**config.mk**
```make
export PLATFORM = sky130hd
export DESIGN_NAME = khp_div_cell
export DESIGN_NICKNAME = d
export VERILOG_FILES = /design/src/sv/khp_pkg.sv /design/src/sv/khp_div_cell.sv
export SDC_FILE = /design/constraint.sdc
export NUM_CORES = 1
export LEC_CHECK = 0
export BUFFER_PORTS_ARGS = -buffer_cell sky130_fd_sc_hd__buf_2
export CAP_MARGIN = 20
export CORE_AREA = 2 2 134 136
export DETAILED_ROUTE_END_ITERATION = 8
export DIE_AREA = 0 0 136 138
export GPL_TIMING_DRIVEN = 0
export PLACE_DENSITY = 0.68
export SLEW_MARGIN = 20
export SYNTH_ARGS = -nofsm -noshare
export SYNTH_HDL_FRONTEND = slang
export SYNTH_SLANG_ARGS = --single-unit
```
**constraint.sdc**
```tcl
create_clock -name clk -period 2.3 [get_ports clk]
set_clock_uncertainty 0.15 [all_clocks]
set_input_delay 0.115 -clock clk [delete_from_list [all_inputs] [get_ports clk]]
set_output_delay 0.115 -clock clk [all_outputs]
set_load 0.005 [all_outputs]
```
**src/sv/khp_pkg.sv**
```systemverilog
// Shared constants, register indexes and types of the k-mer hash partitioner.
package khp_pkg;

  localparam int KMER_W       = 64;
  localparam int REG_W        = 16;
  localparam int CFG_IDX_W    = 2;
  localparam int COLOUR_W_DEF = 16;
  localparam int DIV_STEPS    = KMER_W;

  localparam logic [CFG_IDX_W-1:0] REG_PASS_COUNT      = 2'd0;
  localparam logic [CFG_IDX_W-1:0] REG_PASS_INDEX      = 2'd1;
  localparam logic [CFG_IDX_W-1:0] REG_PARTITION_COUNT = 2'd2;

  // Running state of a restoring division: dividend bits still to be
  // consumed shift out at the top while quotient bits shift in at the bottom.
  typedef struct packed {
    logic [KMER_W-1:0] word;
    logic [REG_W-1:0]  rem;
  } khp_div_t;

endpackage

```
**src/sv/khp_div_cell.sv**
```systemverilog
// One restoring division cell: settles one quotient bit and passes the word on.
module khp_div_cell import khp_pkg::*; #(
  parameter int SIDE_W = 80
) (
  input  logic              clk,
  input  logic              rst_n,
  input  logic              en,
  input  logic [REG_W-1:0]  divisor,
  input  logic              in_vld,
  input  khp_div_t          in_div,
  input  logic [SIDE_W-1:0] in_side,
  output logic              out_vld,
  output khp_div_t          out_div,
  output logic [SIDE_W-1:0] out_side
);

  logic [REG_W:0]    trial;
  logic [REG_W:0]    diff;
  logic              fits;
  khp_div_t          div_nxt;
  logic              vld_r;
  khp_div_t          div_r;
  logic [SIDE_W-1:0] side_r;

  always_comb begin
    trial = {in_div.rem, in_div.word[KMER_W-1]};
    diff  = trial - {1'b0, divisor};
    fits  = trial >= {1'b0, divisor};
    // The remainder stays below the divisor, so it always fits REG_W bits.
    div_nxt.rem  = fits ? diff[REG_W-1:0] : trial[REG_W-1:0];
    div_nxt.word = {in_div.word[KMER_W-2:0], fits};
  end

  always_ff @(posedge clk) begin
    if (!rst_n) begin
      vld_r <= 1'b0;
    end else if (en) begin
      vld_r <= in_vld;
    end
  end

  always_ff @(posedge clk) begin
    if (en) begin
      div_r  <= div_nxt;
      side_r <= in_side;
    end
  end

  assign out_vld  = vld_r;
  assign out_div  = div_r;
  assign out_side = side_r;

endmodule

```
# Yosys cells after proc, flatten, opt, wreduce, memory -nomap -nowiden
# Index checks and enable logic that the tools add are counted.
# Widths: inputs -> output; s select.
dict set report totals {
  reg_bits 161
  input_bits 180
  elab_cells 7
}
dict set report classes {
  magnitude_cmp 1
  mux 1
  add_sub_neg 1
}
# op count
set op_table {}
lappend op_table {{$ge 17x16->1} 1}
lappend op_table {{$mux 16} 1}
lappend op_table {{$sub 16x16->16} 1}

# Depth between registers and ports, before layout
dict set report logic_depth {
  word_depth 2
  ltp_mapped 12
}

# Worst setup path before layout
# No wires, ideal clock.
dict set report synth_timing {
  path_type {input to register}
  start {input port divisor[12]}
  end {register div_r (netlist bit out_div[10]), data pin}
  stages 12
  n_path_buf 4
  slack_ns -0.195
  arrival_time_ns 2.085
  t_required_ns 1.890
  cell_sequence {inv_1 -> ha_1 -> buf_6 -> and2_4 -> buf_6 -> a221o_1 -> a21boi_4 -> and2_4 -> buf_8 -> inv_4 -> buf_12 -> mux2_4}
}
# item line_no
set synth_rtl {}
lappend synth_rtl {{start, declared} khp_div_cell.sv:8} ;# input logic [REG_W-1:0] divisor,
lappend synth_rtl {{end signal, assigned} khp_div_cell.sv:44} ;# div_r <= div_nxt;
lappend synth_rtl {{end, declared} khp_div_cell.sv:22} ;# khp_div_t div_r;

==> metrics.cfg <==
[setup_path]
slowest_stage = a221o_1
required_ps = 2320
max_stage_delay_ps = 390
arrival_ps = 2270
cp-end-kind = register
worstSetupPathType = input pin to register
worstPathMaxFanout = 10
startpoint_type = input pin
crit_chain = buf_2 -> inv_1 -> ha_4 -> a21oi_2 -> o21ai_1 -> a221o_1 -> a21boi_4 -> and2_4 -> buf_8 -> inv_4 -> buf_12 -> mux2_4

[clock_tree]
clockBufferDepth = 2
cts-root-buf = clkbuf_16
clkLatencyLatePin_ps = 410
cts_sinks = 161
cts_tree = yes
clk_transition_reported_paths_ps = 70
cts_buffers = 17
htree_levels = 4

[pwr]
ir_drop_mv = 0.451
p_leak_nw = 4.58
internal_power_mw = 5.73
power_frac_seq = 0.471
swShare = 0.248
power_density_mw_per_mm2 = 733
switchingPower_mw = 1.89
clkPwrFrac = 0.374
p_comb_frac = 0.154

[yosys]
ys_types = 47
synth-seq-cells = 161
synth_warnings = 0
netlist_instances = 316
synth_top_area_frac = 0.797
syn-num-nets = 513
synth-async-reset-ratio = 0
syn_avg_cell_area_um2 = 19.1
synth.area.top_cells = edfxtp_1 (80%), ha_1 (3.3%), mux2_4 (2.0%), inv_1 (1.2%), o21ai_0 (0.75%)
synth_edf_count = 160
ys_seq_area_frac = 0.800
synth_ff_type = edfxtp_1
syn_area_mm2 = 0.00603
synth_top_cell_by_area = edfxtp_1

[sta]
min_period_over_period = 0.978
drv_slew = 0
finalSetupViolations = 0
slew_headroom = 0.622
hold_viol = 0
rsz0062_at_grt = false
worst-slew-pin-transition_ps = 568
final.min_clock_period_ps = 2250
fmax_mhz = 445

[placement]
postPlaceCellArea_mm2 = 0.00813
post-dp-hpwl_um = 13600
io_buffers = 340
place.gp.congestion = 0.846

[detailed_routing]
route.detailed.drc = 0
drtIter0Drc = 360
vias_per_cell = 4.70
avgRoutedWirePerCell_um = 19.2
drtAntennaViolNets = 0
drt_wl_total_um = 20800
vias = 5098
drtPass1Iterations = 4

[layout]
fin_nets = 1040
syn2layout_area_growth_pct = 72.5
drive_gt1_frac = 0.475
fillCellCount = 1359
final_util = 0.593
final_common_cell = buf_2
n_antenna_cell = 0
final_area_mm2 = 0.0104
final_cell_mix = buf_2 (339), dlygate4sd3_1 (162), edfxtp_1 (160)

[run_status]
outcome = complete, no violations

[floorplanning]
die_area_mm2 = 0.0188
fp.dieH_um = 138
initial_core_util = 0.344
core_area_mm2 = 0.0175
rows = 49
die_w_um = 136
io_pins = 341

[global_routing]
track_usage = 0.215
antenna_found_initial = 0
overflow = 0
grt_pass1_vias = 5284
grt_max_degree = 114
grt_pass1_wl_um = 30200

[hold_path]
hp-class = input pin to register

[flow_run]
cap_violations = 0

## layer usage
metal  GRT usage  share of wire  vias to the layer above
met1       0.230           0.36                     2468
met5           0              0                        -
met4       0.128          0.054                        0
li1            -              -                     2289
met3      0.0700          0.083                       61
met2       0.368           0.50                      280
## Yosys cell counts, drive strengths merged (3+ instances only)
| master | n |
|---|---|
| a21o | 5 |
| nand2 | 5 |
| o31ai | 5 |
| mux2 | 9 |
| inv | 20 |
| a211o | 3 |
| a21boi | 4 |
| ha | 16 |
| a21oi | 4 |
| and2 | 3 |
| nor2 | 12 |
| nand3 | 7 |
| o21a | 6 |
| edfxtp | 160 |
| xnor2 | 5 |
| o21ai | 10 |
| nor3 | 3 |
| xor2 | 4 |
| buf | 4 |
| a211oi | 3 |
## state kept, by name (all words and copies together), names as in the netlist
signal and flops:
out_div 80, out_side 80, out_vld 1
## logic make-up after synthesis
kind of cell / after synthesis / share of synthesized area
xor+xnor: 9 / 0.0131
mux: 11 / 0.0251
buf+inv: 25 / 0.0230
flops: 161 / 0.800
simple gates: 41 / 0.0355
fa+ha+maj: 17 / 0.0365
compound gates: 52 / 0.0670
## metrics by stage
stage	hold slack [ps]	TNS (ps)	cells	total power [mW]	setup WS (ps)
floorplan	63.9	-964	316	3.99	-120
global placement	143	-140120	885	4.54	-914
detailed placement	143	-4700	886	4.57	-431
CTS	7.87	0	1080	7.65	24.5
global route	23.8	0	1085	7.90	18.9
finish	30.1	0	1085	7.62	51.3
## critical path: cells and delay by family
kind                     cells  cell delay, ps
multiplexers                 1             300
AO/OA/AOI/OAI                4             930
adder cells (fa/ha/maj)      1             240
buffers and inverters        5             500
AND/OR/NAND/NOR              1             170
## power by group through the flow
stage,Clock (mW),Combinational [mW],Sequential (mW)
final,2.85,1.18,3.59
after global routing,3.03,1.26,3.61
after CTS,2.91,1.15,3.59
after detailed placement,0,0.922,3.65
after global placement,0,0.894,3.65
after floorplan,0,0.308,3.68
## worst paths after layout
path         depth (start not counted)         end  slack, ps  startpoint
min reg2reg                          3     out_vld        910     out_vld
max                                 12  out_div[6]         50  divisor[8]
min                                  3  out_div[0]         30  divisor[0]
max reg2reg                          3     out_vld       1020     out_vld
## repair_timing
action	4_1_cts	5_1_grt
hold buffers	162	0
setup endpoints to repair	0	10
resized for setup	0	1
hold endpoints to repair	207	0
buffers inserted	0	6
## layout make-up
class	instances	area [µm²]	area share
tap	229	287	0.0275
buffer	4	57.6	0.00553
multi-input combinational	130	1130	0.109
clock buffer	17	425	0.0409
sequential	161	4820	0.464
timing repair buffer	509	3410	0.327
clock inverter	15	185	0.0178
inverter	20	82.6	0.00794
Power figures use the tool's default switching activity.
