===== src/sv/khp_outbuf.sv =====
// Two-entry result buffer that decouples the pipeline from the result channel.
module khp_outbuf #(
  parameter int DATA_W = 96
) (
  input  logic              clk,
  input  logic              rst_n,
  input  logic              push,
  input  logic [DATA_W-1:0] push_data,
  input  logic              pop,
  output logic              full,
  output logic              valid,
  output logic [DATA_W-1:0] data
);

  logic [DATA_W-1:0] mem_r [0:1];
  logic              wr_ptr_r, rd_ptr_r;
  logic [1:0]        count_r, count_nxt;

  always_comb begin
    count_nxt = count_r;
    if (push && !pop) begin
      count_nxt = count_r + 2'd1;
    end else if (pop && !push) begin
      count_nxt = count_r - 2'd1;
    end
  end

  always_ff @(posedge clk) begin
    if (!rst_n) begin
      wr_ptr_r <= 1'b0;
      rd_ptr_r <= 1'b0;
      count_r  <= 2'd0;
    end else begin
      if (push) begin
        wr_ptr_r <= ~wr_ptr_r;
      end
      if (pop) begin
        rd_ptr_r <= ~rd_ptr_r;
      end
      count_r <= count_nxt;
    end
  end

  always_ff @(posedge clk) begin
    if (push) begin
      mem_r[wr_ptr_r] <= push_data;
    end
  end

  assign full  = (count_r == 2'd2);
  assign valid = (count_r != 2'd0);
  assign data  = mem_r[rd_ptr_r];

  a_count_bound: assert property (@(posedge clk) disable iff (!rst_n)
    count_r != 2'd3)
    else $error("result buffer count out of range");
  a_no_overflow: assert property (@(posedge clk) disable iff (!rst_n)
    full |-> !push || pop)
    else $error("result buffer written while full");
  a_no_underflow: assert property (@(posedge clk) disable iff (!rst_n)
    pop |-> valid)
    else $error("result buffer read while empty");

endmodule

===== config.mk =====
export PLATFORM = sky130hd
export DESIGN_NAME = khp_outbuf
export DESIGN_NICKNAME = d
export VERILOG_FILES = /design/src/sv/khp_outbuf.sv
export SDC_FILE = /design/constraint.sdc
export NUM_CORES = 1
export LEC_CHECK = 0
export ABC_AREA = 1
export BUFFER_PORTS_ARGS = -buffer_cell sky130_fd_sc_hd__clkbuf_2
export CAP_MARGIN = 20
export CORE_MARGIN = 3
export CORE_UTILIZATION = 35
export DETAILED_ROUTE_END_ITERATION = 8
export HOLD_SLACK_MARGIN = 0.03
export SYNTH_ARGS = -nofsm -noshare
export SYNTH_HDL_FRONTEND = slang
export SYNTH_SLANG_ARGS = --single-unit

===== constraint.sdc =====
create_clock -name clk -period 6.97 [get_ports clk]
set_input_delay 0.697 -clock clk [delete_from_list [all_inputs] [get_ports clk]]
set_output_delay 0.697 -clock clk [all_outputs]
set_load 0.05 [all_outputs]

# Word level (Yosys, flattened, before mapping)
# Memory sizes are Yosys's and may differ from the RTL's. A register that Yosys moved wholly into a read port is not among the register bits.
# Cells that the tools add are included.
# totals
reg_bits,4
mem_bits_rw,192
in_bits,100
out_inout_bits,98
wordCells,21
memories,1
# op_classes
n_addsub,2
n_eq_ne,1
n_mux,6
n_bitwise,2
reduce_logical,6
# mem_list
memory,words,width,rd,rd_ports_with_merged_regs,wr,line,text
mem_r,2,96,1,1,1,15,logic [DATA_W-1:0] mem_r [0:1];
# op_table
operator,count
$mux W1,4
$mux W2,2
$reduce_bool A2 Y1,2
$add A2 B1 Y2 const B,1
$eq A2 B2 Y1 const B,1
$logic_and A1 B1 Y1,2
$logic_not A1 Y1,2
$not A1 Y1,2
$sub A2 B1 Y2 const B,1

# Logic depth before layout (Yosys ltp)
# Gate-level depths: netlist of run 1.
# logic_depth
depth_word,4
ltp_mapped,8
depth_no_buf,8

# Worst setup path before layout of run 1
# OpenSTA, ideal clock, no wires.
# synth_timing
path_kind,input-to-reg
from,input push
to,"memory mem_r[0][0], enable pin"
setup_time_ns,0.554
arrival_time_ns,4.756
required_ns,6.416
setup_slack_ns,1.660
stages,2
path_buffers,0
cell_sequence,inv_1 nor2_1
# synth_between
elab_chain_len,2
# synth_rtl
item,line,text
from (decl),7,"input logic push,"
$mux W1,45,if (push) begin
$mux W1 (implied by the code),46,mem_r[wr_ptr_r] <= push_data;
to (decl),15,
# Every way passes these cells.

==> impl_metrics.json, run 1 <==
{
  "outcome": "finished clean",
  "io_pins": 198,
  "buffer_ports.inserted": 197,
  "critical_path_peak_fanout": 49,
  "synthesis.instances": 334,
  "number_of_gates_resized_after_cts": 0,
  "drcViolationCount": 0,
  "fin_tns_setup_ps": 0,
  "synth_cell_type_count": 16,
  "skew_ps": 7.38,
  "layout_cell_area_excl_fill_um2": 9180,
  "worst_ep_required_time_ps": 6270,
  "clock_transition_at_path_regs_ps": 70,
  "most_frequent_cells_in_the_layout": "sky130_fd_sc_hd__clkbuf_2 (197), sky130_fd_sc_hd__edfxtp_1 (192), sky130_fd_sc_hd__mux2_2 (56)",
  "vias_in_the_first_global_route": 3941,
  "worst-r2r-setup-slack_ps": 4770,
  "maxSlewHeadroom_pct": 45.0,
  "end_kind": "output pin",
  "first_iter_violations": 136,
  "drt-pass1-iter-count": 4,
  "routed-via-count": 3721,
  "cts-buffers-inserted": 17,
  "wl_per_cell_um": 16.5,
  "final_nets": 644,
  "floorplan.core_area_um2": 20400,
  "critical_path.reg2reg.startpoint": "wr_ptr_r",
  "initial_antenna_violation_count": 0,
  "grt-ovfl-total": 0,
  "total_routed_wirelength_um": 13700,
  "avgViaCountPerCell": 4.50,
  "report.final.hold_viol_count": 0,
  "start_util_pct": 36.0,
  "setup_repair_after_global_routing_missed_its_margin": "false",
  "clock_latency_ps": 420,
  "cp-start-kind": "flop",
  "holdBufCountCts": 0,
  "layout.cells.most_common": "sky130_fd_sc_hd__clkbuf_2",
  "worst_slack_ps": 3580,
  "hold_path.class": "input pin to flop",
  "critical_path_class": "flop to output pin",
  "die_area_um2": 22800,
  "die_width_um": 151,
  "crit_arrival_ps": 2700,
  "netlist_area_um2": 7360,
  "multiInputGateArea_um2": 1340,
  "cts_root_buf": "sky130_fd_sc_hd__clkbuf_16",
  "cell_depth_of_the_worst_hold_path": 1,
  "part_of_the_yosys_area_used_for_sequential_elements_pct": 79.7,
  "grt_first_pass_wirelength_um": 20400,
  "grt_util_all_layers_pct": 11.8,
  "period_share_pct": 48.7,
  "die_h_um": 151,
  "grt_start_max_net_pins": 57,
  "post-place-ws_ps": 3960,
  "drv_slew": 0,
  "rows": 52,
  "htreeDepth": 4,
  "final_hpwl_dp_um": 9410,
  "layout-drive-gt1-share_pct": 59.7,
  "worst_hold_path.endpoint": "mem_r[1][3]",
  "antenna-diode-count": 0,
  "post_placement_cell_area_um2": 8610,
  "r2r_cells": 3,
  "timing.final.setup_violations": 0,
  "synth_fp_nets": 435,
  "stdcell_count": 826,
  "routabilityCongestion": 0.696,
  "worst_r2r_endpoint": "mem_r[0][5]",
  "fillers": 1834,
  "p_per_area_nw_per_um2": 297,
  "number_of_max_cap_violations": 0,
  "clkSinkCount": 197,
  "vdd_drop_max_uv": 155,
  "totalPowerFinal_w": 0.00273,
  "number_of_warnings_reported_in_the_yosys_synthesis_log": 0,
  "worstMarginPinSlew_ps": 824,
  "cts_tree": "built",
  "sequential_cell_area_um2": 5870,
  "placed_cells_incl_taps": 794,
  "hold_path_startpoint": "push_data[3]",
  "area_delta_synth_final_pct": 24.8,
  "static-leakage-power_nw": 3.56,
  "synth-seq-cells": 197,
  "cts_buffer_depth": 2,
  "final_antenna_net_count": 0,
  "post-cts-setup-buffers": 0,
  "final.min_clock_period_ps": 3390,
  "fmaxAchievable_ghz": 0.295,
  "synth_area_per_cell_um2": 22.0
}
## worst max-delay path, stage by stage, from the launching register on
cell                       delay [ps]
sky130_fd_sc_hd__dfxtp_4          790
sky130_fd_sc_hd__buf_4            750
sky130_fd_sc_hd__mux2_2           420
sky130_fd_sc_hd__clkbuf_2         240
## how the worst max path moves through the flow
stage / depth (start not counted) / startpoint / slack (ps) / end
finish: 3 / flop / 3580 / data[46]
global route: 3 / flop / 3400 / data[48]
CTS: 3 / flop / 3490 / data[46]
detailed placement: 3 / flop / 3960 / data[46]
global placement: 4 / push / 3990 / mem_r[0][2]
floorplan: 2 / push / 1660 / mem_r[0][0]
## cell families (layout without fill, tap and decap cells)
group / after synthesis / in the layout / synth area share (%)
simple gates: 19 / 19 / 1.02
compound gates: 2 / 2 / 0.136
buf+inv: 19 / 241 / 2.19
fa+ha+maj: 1 / 1 / 0.170
mux: 96 / 96 / 16.7
flops: 197 / 197 / 79.7
## stage by stage
step                      hold WS [ps]  utilization (%)
after global routing               434             44.9
after detailed placement           494             42.2
after global placement             479             42.0
after floorplan                    463                -
final                              458             44.9
after CTS                          437             44.9
## layout make-up
| cell class | count | share of cell area, % |
|---|---|---|
| multi-input combinational | 118 | 14.6 |
| clock inverter | 15 | 1.58 |
| clock buffer | 17 | 4.63 |
| inverter | 8 | 0.354 |
| sequential | 197 | 63.9 |
| tap | 270 | 3.68 |
| timing repair buffer | 201 | 11.3 |
## metal layers
metal,wire length [um],track usage (%),up-vias
met5,0,0,-
met4,182,4.22,0
met3,1090,3.80,15
met2,6690,19.5,139
met1,5700,14.5,1843
li1,-,-,1724
## power breakdown
part           switching, W  internal, W
clock network      0.000457     0.000474
logic              0.000281     0.000121
registers         0.0000232      0.00137
## registers in the layout (all words and copies together), names as in the netlist, named ones only
name / flops
mem_r: 192
count_r: 2
rd_ptr_r: 1
wr_ptr_r: 1
## Yosys cell counts (all sizes together)
| master | instances | share of area, % |
|---|---|---|
| buf | 11 | 1.8 |
| a21oi | 1 | 0.068 |
| ha | 1 | 0.17 |
| edfxtp | 192 | 78 |
| o21ai | 1 | 0.068 |
| mux2 | 96 | 17 |
| inv | 8 | 0.41 |
| nor2 | 8 | 0.41 |
| nand4 | 1 | 0.085 |
| nand2 | 9 | 0.46 |
| dfxtp | 5 | 1.4 |
| nand3 | 1 | 0.068 |
Note: power is estimated with default switching activity, not from simulation.
==> run 2, diff against run 1 <==
==> constraint.sdc (replaced) <==
create_clock -name clk -period 3.2 [get_ports clk]
set_input_delay 0.32 -clock clk [delete_from_list [all_inputs] [get_ports clk]]
set_output_delay 0.32 -clock clk [all_outputs]
set_load 0.05 [all_outputs]
==> impl_metrics.json, run 2 (same netlist as run 1, synthesis figures left out) <==
{
  "largest_register_ffs": 192,
  "cts_buffer_depth": 2,
  "p_per_area_nw_per_um2": 661,
  "clock_latency_ps": 430,
  "static-leakage-power_nw": 3.59,
  "timing.final.setup_violations": 0,
  "buffer_ports.inserted": 197,
  "clock_transition_at_path_regs_ps": 70,
  "p_int_w": 0.00444,
  "grt_start_max_net_pins": 97,
  "crit_arrival_ps": 2060,
  "die_area_um2": 22800,
  "number_of_gates_resized_after_cts": 0,
  "final_nets": 644,
  "totalPowerFinal_w": 0.00611,
  "outcome": "finished clean",
  "holdBufCountCts": 0,
  "most_frequent_cells_in_the_layout": "sky130_fd_sc_hd__clkbuf_2 (197), sky130_fd_sc_hd__edfxtp_1 (192), sky130_fd_sc_hd__mux2_2 (56)",
  "clkSinkCount": 197,
  "p_switching_w": 0.00167,
  "area_delta_synth_final_pct": 25.7,
  "comb_power_share_pct": 14.7,
  "r2r_cells": 2,
  "fin_tns_setup_ps": 0,
  "grt_util_all_layers_pct": 12.0,
  "layout-drive-gt1-share_pct": 59.7,
  "initial_antenna_violation_count": 0,
  "total_routed_wirelength_um": 13700,
  "wl_per_cell_um": 16.6,
  "largest-register": "mem_r",
  "worst_slack_ps": 821,
  "routabilityCongestion": 0.686,
  "drcViolationCount": 0,
  "die_h_um": 151,
  "cts-buffers-inserted": 17,
  "worst_ep_required_time_ps": 2880,
  "vdd_drop_max_uv": 349,
  "avgViaCountPerCell": 4.48,
  "start_util_pct": 36.0,
  "die_width_um": 151,
  "post-place-ws_ps": 1190,
  "final.min_clock_period_ps": 2380,
  "post-cts-setup-buffers": 0,
  "fin_worst_hold_slack_ps": 76.5,
  "cts_tree": "built",
  "critical_path.reg2reg.startpoint": "wr_ptr_r",
  "power.switching_fraction_pct": 27.4,
  "first_iter_violations": 137,
  "antenna-diode-count": 0,
  "critical_path_class": "flop to output pin",
  "share_clk_of_total_power_pct": 36.0,
  "worstMarginPinSlew_ps": 743,
  "cts_root_buf": "sky130_fd_sc_hd__clkbuf_16",
  "fmaxAchievable_ghz": 0.420,
  "vias_in_the_first_global_route": 3914,
  "layout.cells.most_common": "sky130_fd_sc_hd__clkbuf_2",
  "setup_repair_after_global_routing_missed_its_margin": "false",
  "drt-pass1-iter-count": 4,
  "power.share.sequential_pct": 49.3,
  "routed-via-count": 3698,
  "largestRegisters": "mem_r (192), count_r (2)",
  "final_hpwl_dp_um": 9080,
  "critical_path_peak_fanout": 96,
  "skew_ps": 10.5,
  "grt-ovfl-total": 0,
  "period_share_pct": 74.4,
  "maxSlewHeadroom_pct": 50.5,
  "final_antenna_net_count": 0,
  "report.final.hold_viol_count": 0,
  "cp-start-kind": "flop",
  "hold_path_startpoint": "push_data[74]",
  "floorplan.core_area_um2": 20400,
  "htreeDepth": 4,
  "grt_first_pass_wirelength_um": 20700,
  "io_pins": 198,
  "drv_slew": 0,
  "number_of_max_cap_violations": 0,
  "hold_path.class": "input pin to flop",
  "cell_depth_of_the_worst_hold_path": 1,
  "end_kind": "output pin",
  "final_cell_utilization_of_the_core_pct": 45.3,
  "rows": 52
}
[run 2: cell types whose count changed in the layout (fill, tap and decap cells not counted), sizes merged]
cell	change
bufinv	+2
clkinv	-2
clkinvlp	-1
inv	+1
[run 2: path summary, 6_finish.rpt]
| path | slack (ps) | end |
|---|---|---|
| min reg2reg | 510 | flop |
| max reg2reg | 1410 | mem_r[0][54] |
| max | 820 | data[16] |
| min | 80 | mem_r[0][74] |
[run 2: layout make-up]
| type | count | area, um2 |
|---|---|---|
| timing repair buffer | 201 | 1050 |
| multi-input combinational | 118 | 1340 |
| fill | 1817 | 11200 |
| tap | 270 | 338 |
| clock buffer | 17 | 425 |
| clock inverter | 15 | 190 |
| inverter | 8 | 32.5 |
| sequential | 197 | 5870 |
[run 2: worst max-delay path, cell delays in order (launching register included)]
cell and delay (ps):
sky130_fd_sc_hd__dfxtp_4 350, sky130_fd_sc_hd__buf_12 380, sky130_fd_sc_hd__mux2_2 440, sky130_fd_sc_hd__clkbuf_2 240
[run 2: stage by stage]
stage / instances / area [um2]
2_1_floorplan: 334 / 7360
3_3_place_gp: 794 / 8630
3_5_place_dp: 794 / 8630
4_1_cts: 826 / 9250
5_1_grt: 826 / 9250
6_report: 826 / 9250
[run 2: power groups by stage]
stage,Sequential (W),Clock (W),Combinational [W]
6_report,0.00301,0.00220,0.000900
5_1_grt,0.00302,0.00238,0.000952
4_1_cts,0.00301,0.00227,0.000916
3_5_place_dp,0.00307,0,0.000913
3_3_place_gp,0.00306,0,0.000899
2_1_floorplan,0.00307,0,0.000693
[run 2: layer usage]
metal  up-vias  share of wire, %  global-route usage, %
met5         -                 0                      0
met1      1824                42                   14.7
met4         0              0.94                   3.81
met3        11               8.5                   4.73
met2       138                48                   19.6
li1       1725                 -                      -
