File: src/sv/khp_pkg.sv
// Shared constants, register indexes and types of the k-mer hash partitioner.
package khp_pkg;

  localparam int KMER_W       = 64;
  localparam int REG_W        = 16;
  localparam int CFG_IDX_W    = 2;
  localparam int COLOUR_W_DEF = 16;
  localparam int DIV_STEPS    = KMER_W;

  localparam logic [CFG_IDX_W-1:0] REG_PASS_COUNT      = 2'd0;
  localparam logic [CFG_IDX_W-1:0] REG_PASS_INDEX      = 2'd1;
  localparam logic [CFG_IDX_W-1:0] REG_PARTITION_COUNT = 2'd2;

  // Running state of a restoring division: dividend bits still to be
  // consumed shift out at the top while quotient bits shift in at the bottom.
  typedef struct packed {
    logic [KMER_W-1:0] word;
    logic [REG_W-1:0]  rem;
  } khp_div_t;

endpackage

File: src/sv/khp_hash.sv
// Three-stage pipeline of the 64-bit shift, xor, multiply and add hash.
module khp_hash import khp_pkg::*; #(
  parameter int SIDE_W = 80
) (
  input  logic              clk,
  input  logic              rst_n,
  input  logic              en,
  input  logic              in_vld,
  input  logic [KMER_W-1:0] in_key,
  input  logic [SIDE_W-1:0] in_side,
  output logic              out_vld,
  output logic [KMER_W-1:0] out_hash,
  output logic [SIDE_W-1:0] out_side
);

  logic [KMER_W-1:0] a_mix, a_sum, a_nxt;
  logic [KMER_W-1:0] b_mul, b_nxt;
  logic [KMER_W-1:0] c_sum, c_nxt;
  logic [KMER_W-1:0] a_r, b_r, c_r;
  logic [SIDE_W-1:0] a_side_r, b_side_r, c_side_r;
  logic [2:0]        vld_r;

  always_comb begin
    a_mix = in_key ^ (in_key >> 14);
    a_sum = (~a_mix) + (a_mix << 18);
    a_nxt = a_sum ^ (a_sum >> 31);
    // Times 21 is 16 + 4 + 1.
    b_mul = a_r + (a_r << 2) + (a_r << 4);
    b_nxt = b_mul ^ (b_mul >> 11);
    c_sum = b_r + (b_r << 6);
    c_nxt = c_sum ^ (c_sum >> 22);
  end

  always_ff @(posedge clk) begin
    if (!rst_n) begin
      vld_r <= '0;
    end else if (en) begin
      vld_r <= {vld_r[1:0], in_vld};
    end
  end

  always_ff @(posedge clk) begin
    if (en) begin
      a_r      <= a_nxt;
      b_r      <= b_nxt;
      c_r      <= c_nxt;
      a_side_r <= in_side;
      b_side_r <= a_side_r;
      c_side_r <= b_side_r;
    end
  end

  assign out_vld  = vld_r[2];
  assign out_hash = c_r;
  assign out_side = c_side_r;

endmodule

File: config.mk
export PLATFORM = sky130hd
export DESIGN_NAME = khp_hash
export DESIGN_NICKNAME = d
export VERILOG_FILES = /design/src/sv/khp_pkg.sv /design/src/sv/khp_hash.sv
export SDC_FILE = /design/constraint.sdc
export NUM_CORES = 1
export LEC_CHECK = 0
export BUFFER_PORTS_ARGS = -buffer_cell sky130_fd_sc_hd__buf_2
export CORE_MARGIN = 2
export CORE_UTILIZATION = 42
export CTS_CLUSTER_DIAMETER = 40
export DETAILED_ROUTE_END_ITERATION = 10
export SYNTH_ARGS = -nofsm -noshare
export SYNTH_HDL_FRONTEND = slang
export SYNTH_SLANG_ARGS = --single-unit
export TNS_END_PERCENT = 50
File: constraint.sdc
create_clock -name clk -period 6.1 [get_ports clk]
set_input_delay 0.61 -clock clk [delete_from_list [all_inputs] [get_ports clk]]
set_output_delay 0.61 -clock clk [all_outputs]
set_load 0.02 [all_outputs]
---- Word level (Yosys, flattened, before mapping) ----
Index checks and enable logic that the tools add are counted.
Widths: inputs -> output; s select.
word-level totals
  word-level logic and storage cells ...... 16
  register bits ........................... 435
  bits of input ports ..................... 148
cells by class
  bitwise gates (word level) .............. 5
  add/sub/neg operators ................... 4
operators by type and width
  cell            count
  $add 64x64->64  4
  $not 64->64     1
  $xor 64x33->64  1
  $xor 64x42->64  1
  $xor 64x50->64  1
  $xor 64x53->64  1

---- Longest topological paths before layout ----
Gate-level depths: netlist of run 1.
  depth after elaboration ................. 4
  gate-level depth with buffers ........... 15
  mapped depth without buffers ............ 15

---- Least setup slack after synthesis of run 1 ----
No wires, ideal clock.
  path type ............................... register -> register
  start point ............................. reg a_r[20]
  end point ............................... reg b_r[44], data pin
  stages on the path, launching flop included .. 14
  setup time .............................. 268 ps
  period minus slack after synthesis ...... 3624 ps
  arrival time ............................ 3357 ps
  setup slack ............................. 2476 ps
  buffers on the path ..................... 1
  cell sequence ........................... edfxtp_1 fa_1 ha_1 clkbuf_1 a21o_1 a21o_1 a221oi_1 o2111ai_1 nand2_1 o21ai_1 and4_1 nand2b_1 a31oi_1 xnor3_1
on the way
  word-level cells in the longest chain between the ends .. 3
ends and longest elaborated chain
  item                    RTL line        RTL
  from (decl)             khp_hash.sv:19  logic [KMER_W-1:0] a_r, b_r, c_r;
  from (signal assigned)  khp_hash.sv:44  a_r <= a_nxt;
  $add 64x64->64          khp_hash.sv:28  b_mul = a_r + (a_r << 2) + (a_r << 4);
  $add 64x64->64 (*)      khp_hash.sv:28
  $xor 64x53->64 (*)      khp_hash.sv:29  b_nxt = b_mul ^ (b_mul >> 11);
  named net b_nxt[44]     khp_hash.sv:17  logic [KMER_W-1:0] b_mul, b_nxt;
  to (signal assigned)    khp_hash.sv:45  b_r <= b_nxt;
  to (decl)               khp_hash.sv:19
The timed path passes the listed nets; every way through them passes the cells marked *.
A chain may end at the register's enable or synchronous reset.

---- Worst setup path in the final report of run 1 ----
  start point ............................. reg a_r[0]
  end point ............................... reg b_r[50], data pin
on the way
  word-level cells in the longest chain between the ends .. 3
ends and longest elaborated chain
  item                 RTL line
  $add 64x64->64       khp_hash.sv:28
  $add 64x64->64 (*)   khp_hash.sv:28
  named net b_mul[61]  khp_hash.sv:17
  $xor 64x53->64 (*)   khp_hash.sv:29
  named net b_nxt[50]  khp_hash.sv:17
Marks and branches as above.

==> results of run 1 <==
[cells by family (layout without fill, tap and decap cells)]
kind of cell | Yosys count | after routing | share of synthesized area (%)
fa+ha+maj | 226 | 226 | 13.0
simple gates | 378 | 378 | 7.26
mux | 3 | 3 | 0.119
flops | 435 | 435 | 51.5
compound gates | 547 | 547 | 13.9
buf+inv | 148 | 489 | 2.22
xor+xnor | 344 | 344 | 12.1
[layout by cell type (no fill, tap or decap), drive strengths merged, types with 35 or more instances in the layout]
| master | netlist | routed |
|---|---|---|
| a21o | 78 | 78 |
| a21oi | 193 | 193 |
| buf | 3 | 296 |
| clkbuf | 58 | 65 |
| edfxtp | 432 | 432 |
| fa | 62 | 62 |
| ha | 164 | 164 |
| inv | 87 | 97 |
| nand2 | 136 | 136 |
| nand4 | 50 | 50 |
| nor2 | 75 | 75 |
| o21ai | 99 | 99 |
| o21bai | 35 | 35 |
| xnor2 | 171 | 171 |
| xor2 | 171 | 171 |
[area by class of cell]
class | count | area (um2) | area share [%]
clock inverter | 41 | 400 | 1.36
tap | 782 | 978 | 3.32
clock buffer | 65 | 1460 | 4.95
inverter | 87 | 327 | 1.11
sequential | 435 | 13000 | 44.3
timing repair buffer | 296 | 1530 | 5.18
multi-input combinational | 1498 | 11700 | 39.8
[sequential cells by signal, summed over array words and instances (netlist names)]
name and count:
b_r 64, out_hash 64, vld_r 3, out_side 80
a_r 64, b_side_r 80, a_side_r 80
[routing by layer]
metal	vias up	share of wire (%)	track usage (%)
li1	8302	-	-
met1	8179	43	25.8
met2	505	48	34.4
met3	132	4.1	2.84
met4	0	4.5	9.28
met5	-	0	0
[path summary, 6_finish.rpt]
kind,endpoint,cells past startpoint
setup / recovery,b_r[50],12
hold / removal,a_side_r[30],1
setup reg to reg,b_r[50],12
hold reg to reg,b_side_r[10],0
[synthesized netlist by cell type, types with 4 or more instances]
cell and number:
a31oi_1 19, nand2_1 136, nand4_1 50, and3_1 6
o21ai_1 20, nor4_1 4, a211o_1 5, a21o_1 78
a21boi_1 5, a221o_1 4, edfxtp_1 432, a221oi_1 8
o31a_1 4, nand3_1 17, or3_1 4, a21boi_0 4
o221ai_1 4, xnor2_1 169, fa_1 62, and4_1 9
nand2b_1 11, o31ai_1 10, a21oi_1 191, ha_1 164
o21a_1 19, nor2_1 75, inv_1 87, xor2_1 171
clkbuf_1 58, nor3_1 20, a41oi_1 4, o211ai_1 14
and2_1 7, nor2b_1 27, o21bai_1 35, a211oi_1 9
o21ai_0 79
[critical path: stages, from the launching register on]
cell and delay (ns):
edfxtp_1 0.45, fa_1 0.56, fa_1 0.47, a211oi_1 0.34, o21ai_1 0.18, a21boi_1 0.28
o21ai_1 0.22, a211oi_1 0.48, nor3_1 0.10, a2111oi_0 0.43, nor3_1 0.13, xnor2_1 0.17
xor2_1 0.17
[stage by stage]
step,std cells,hold WS (ns)
2_1_floorplan,2081,0.400
3_3_place_gp,3098,0.400
3_5_place_dp,3098,0.405
4_1_cts,3204,0.119
5_1_grt,3204,0.128
6_report,3204,0.155
==> impl_metrics.json, run 1 <==
{
  "status": "finished clean",
  "fin_util_pct": 49.1,
  "startpoint_type": "flop",
  "hpwl_um": 52100,
  "vias": 17100,
  "synth_cells": 2081,
  "rows": 90,
  "postCtsSetupRepairBufs": 0,
  "htree_levels": 2,
  "synth-main-ff-cell": "edfxtp_1",
  "grt_overflow": 0,
  "cts_tree": "built",
  "cts_sinks": 435,
  "grt_max_degree": 131,
  "synth.top_cell.area_share_pct": 51.2,
  "relSlewSlack_pct": 44.8,
  "ant_nets": 0,
  "die_w_um": 250,
  "fp.coreArea_um2": 60000,
  "holdBufCountCts": 0,
  "placed_cell_area_um2": 27600,
  "gp_congestion": 0.912,
  "synth_area_leader_cell": "edfxtp_1",
  "die_h_um": 250,
  "ys_seq_area_share_pct": 51.5,
  "hold_viol": 0,
  "cts_root_buf": "clkbuf_16",
  "rsz0062_at_grt": "false",
  "die_area_um2": 62300,
  "syn_area_um2": 25300,
  "cp-startpoint": "a_r[0]",
  "final_area_um2": 29400,
  "insertion_delay_ns": 0.63,
  "drive_above_1_share_pct": 16.5,
  "antenna_found_initial": 0,
  "drc": 0,
  "portBuffers": 292,
  "min_period_over_period_pct": 68.4,
  "ys_warn_count": 0,
  "finalMaxSlewViolations": 0,
  "async_flop_share_pct": 0,
  "cap_violations": 0,
  "fill_cells": 5366,
  "start_util_pct": 42.2,
  "crit_type": "flop to flop",
  "via_per_inst": 5.34,
  "cts_buffer_depth": 3,
  "setup_violations": 0,
  "period_minus_slack_ns": 4.17,
  "setup_tns_ns": 0,
  "ys_top_cells_by_area": "edfxtp_1 51%, ha_1 8.1%, xor2_1 5.9%",
  "endpoint_kind": "flop",
  "synth_nets": 2455,
  "min_from": "in_side[30]",
  "grt_pass1_vias": 17300,
  "hold_path_class": "input port to flop",
  "synth_edf_count": 432,
  "drt_wl_total_um": 63700,
  "avgRoutedWirePerCell_um": 19.9,
  "num_io_pins": 293,
  "nets": 2749,
  "area_growth_pct": 16.3,
  "cp_max_fo": 4,
  "grt_pass1_wl_um": 98400,
  "synth.distinct_cells": 73,
  "tightest_slew_ns": 0.822,
  "r2r_slack_ns": 1.93,
  "numCtsBuffers": 57,
  "worstReg2RegStart": "a_r[0]",
  "ctsResizeCount": 0,
  "cp.required_ns": 6.46,
  "layout_setup_ws_ns": 1.93,
  "skew_ns": 0.0667,
  "cts.clk_slew.worst_paths_ns": 0.06,
  "grtUsageTotal_pct": 20.3,
  "syn_avg_cell_area_um2": 12.2,
  "dr.first_iter.drc_count": 1281,
  "cp.arrival_ns": 4.54,
  "ys_seq_elements": 435,
  "antenna_cells": 0,
  "post-place-ws_ns": 1.73,
  "dr.pass1.iters": 5,
  "fmax_mhz": 240
}
Power of run 1 is left out: the tool's default activity adds up to more than one toggle a clock period on the data nets, which glitch-free logic cannot reach.
==> inputs of run 2 (changes only) <==
- clock period: 6.1 -> 4.1 ns (I/O delays scaled with it)
==> impl_metrics.json, run 2 (same netlist as run 1, synthesis figures left out) <==
{
  "grt_pass1_vias": 18000,
  "die_area_um2": 62300,
  "die_h_um": 250,
  "grtUsageTotal_pct": 20.9,
  "start_util_pct": 42.2,
  "final_common_cell": "edfxtp_1",
  "setup_violations": 0,
  "grt_overflow": 0,
  "antenna_cells": 0,
  "cts.clk_slew.worst_paths_ns": 0.06,
  "avgRoutedWirePerCell_um": 19.4,
  "min_period_over_period_pct": 94.5,
  "post-place-ws_ns": -0.0840,
  "crit_top_cell": "buf_4",
  "finalMaxSlewViolations": 0,
  "tightest_slew_ns": 0.769,
  "relSlewSlack_pct": 48.4,
  "cap_violations": 0,
  "hold_path_class": "input port to flop",
  "crit_chain": "fa_1 > ha_1 > a21o_1 > a21oi_1 > nand2_1 > a21oi_2 > o41ai_2 > buf_4 > a21oi_1 > buf_4 > o21ai_1 > a221oi_2 > xnor2_1 > buf_4 > xor2_1",
  "crit_type": "flop to flop",
  "grt_pass1_wl_um": 102000,
  "startpoint_type": "flop",
  "gp_congestion": 0.924,
  "hpwl_um": 52700,
  "status": "finished clean",
  "max_stage_delay_ns": 0.49,
  "worstReg2RegStart": "a_r[4]",
  "via_per_inst": 5.25,
  "drc": 0,
  "critPathSlowestCell": "fa_1",
  "fp.coreArea_um2": 60000,
  "insertion_delay_ns": 0.62,
  "vias": 17700,
  "htree_levels": 2,
  "reg2regPathDepth": 15,
  "cts_sinks": 435,
  "cp_max_fo": 5,
  "cts_buffer_depth": 3,
  "nets": 2914,
  "hold_viol": 0,
  "skew_ns": 0.0435,
  "cp.arrival_ns": 4.23,
  "drt_wl_total_um": 65400,
  "num_io_pins": 293,
  "fill_cells": 5267,
  "area_growth_pct": 23.1,
  "cts_root_buf": "clkbuf_16",
  "drive_above_1_share_pct": 19.8,
  "numCtsBuffers": 57,
  "r2r_slack_ns": 0.23,
  "cp-startpoint": "a_r[4]",
  "rsz0062_at_grt": "false",
  "cts_tree": "built",
  "portBuffers": 292,
  "fmax_mhz": 258,
  "timing.rr.end": "b_r[51]",
  "rows": 90,
  "cp.required_ns": 4.46,
  "dr.first_iter.drc_count": 1509,
  "period_minus_slack_ns": 3.87,
  "endpoint_kind": "flop",
  "layout_setup_ws_ns": 0.226,
  "crit_end": "b_r[51]",
  "final_cell_mix": "432 x edfxtp_1, 291 x buf_2, 187 x a21oi_1, 170 x xor2_1, 168 x xnor2_1",
  "die_w_um": 250,
  "grt_max_degree": 102,
  "ant_nets": 0,
  "antenna_found_initial": 0,
  "dr.pass1.iters": 5
}
==> run 2: changes by cell type in the layout (fill, tap and decap cells not counted), sizes merged <==
cell	previous run	this run
clkinvlp	3	9
clkbuf	65	60
bufinv	3	8
buf	296	381
clkinv	25	18
dlygate4sd3	0	80
inv	97	100
==> run 2: what timing repair did <==
| action | in CTS | in global routing |
|---|---|---|
| buffers inserted | 0 | 2 |
| hold buffers | 80 | 0 |
| setup endpoints to repair | 0 | 10 |
| gates resized for setup | 0 | 12 |
| endpoints found under the hold margin | 80 | 0 |
==> run 2: area by class of cell <==
cell class / count / area, um2 / area share (%)
Clock buffer: 60 / 1440 / 4.61
Inverter: 87 / 327 / 1.05
Clock inverter: 48 / 609 / 1.96
Timing Repair Buffer: 461 / 2990 / 9.60
Sequential cell: 435 / 13000 / 41.8
Multi-Input combinational cell: 1498 / 11800 / 37.8
Tap cell: 782 / 978 / 3.14
==> run 2: how the worst min path moves through the flow <==
stage,to,slack (ns),start,cells past startpoint
2_1_floorplan,b_side_r[0],0.40,a_side_r[0],0
6_report,vld_r[0],0.04,rst_n,2
3_3_place_gp,b_side_r[63],0.40,a_side_r[63],0
4_1_cts,vld_r[0],0.02,rst_n,2
3_5_place_dp,b_side_r[37],0.40,a_side_r[37],0
5_1_grt,vld_r[0],0.04,rst_n,2
==> run 2: per-stage QoR <==
stage	hold slack, ns	utilization [%]	cell area (um2)	std cells	setup TNS [ns]
detailed placement	0.405	47.1	28200	3181	-0.315
global route	0.0390	51.9	31200	3371	0
floorplan	0.400	-	25300	2081	0
finish	0.0421	51.9	31200	3371	0
global placement	0.400	47.1	28200	3181	-0.0814
CTS	0.0151	51.8	31100	3369	0
==> run 2: metal layers <==
layer | wire length (um) | global-route usage [%] | share of wire, % | vias to the layer above
met5 | 0 | 0 | 0 | -
met4 | 2060 | 6.66 | 3.2 | 0
met3 | 2610 | 2.34 | 4.0 | 115
met2 | 32600 | 37.0 | 50 | 531
met1 | 28100 | 26.9 | 43 | 8433
li1 | - | - | - | 8627
==> run 2: critical path, delay by kind of cell (launching register included) <==
family	cells	cell delay, ns
flip-flops	1	0.48
AO/OA/AOI/OAI	7	1.39
AND/OR/NAND/NOR	1	0.15
adder cells (fa/ha/maj)	2	0.87
XOR/XNOR	2	0.25
buffers and inverters	3	0.50
Power of run 2 is left out for the same reason.
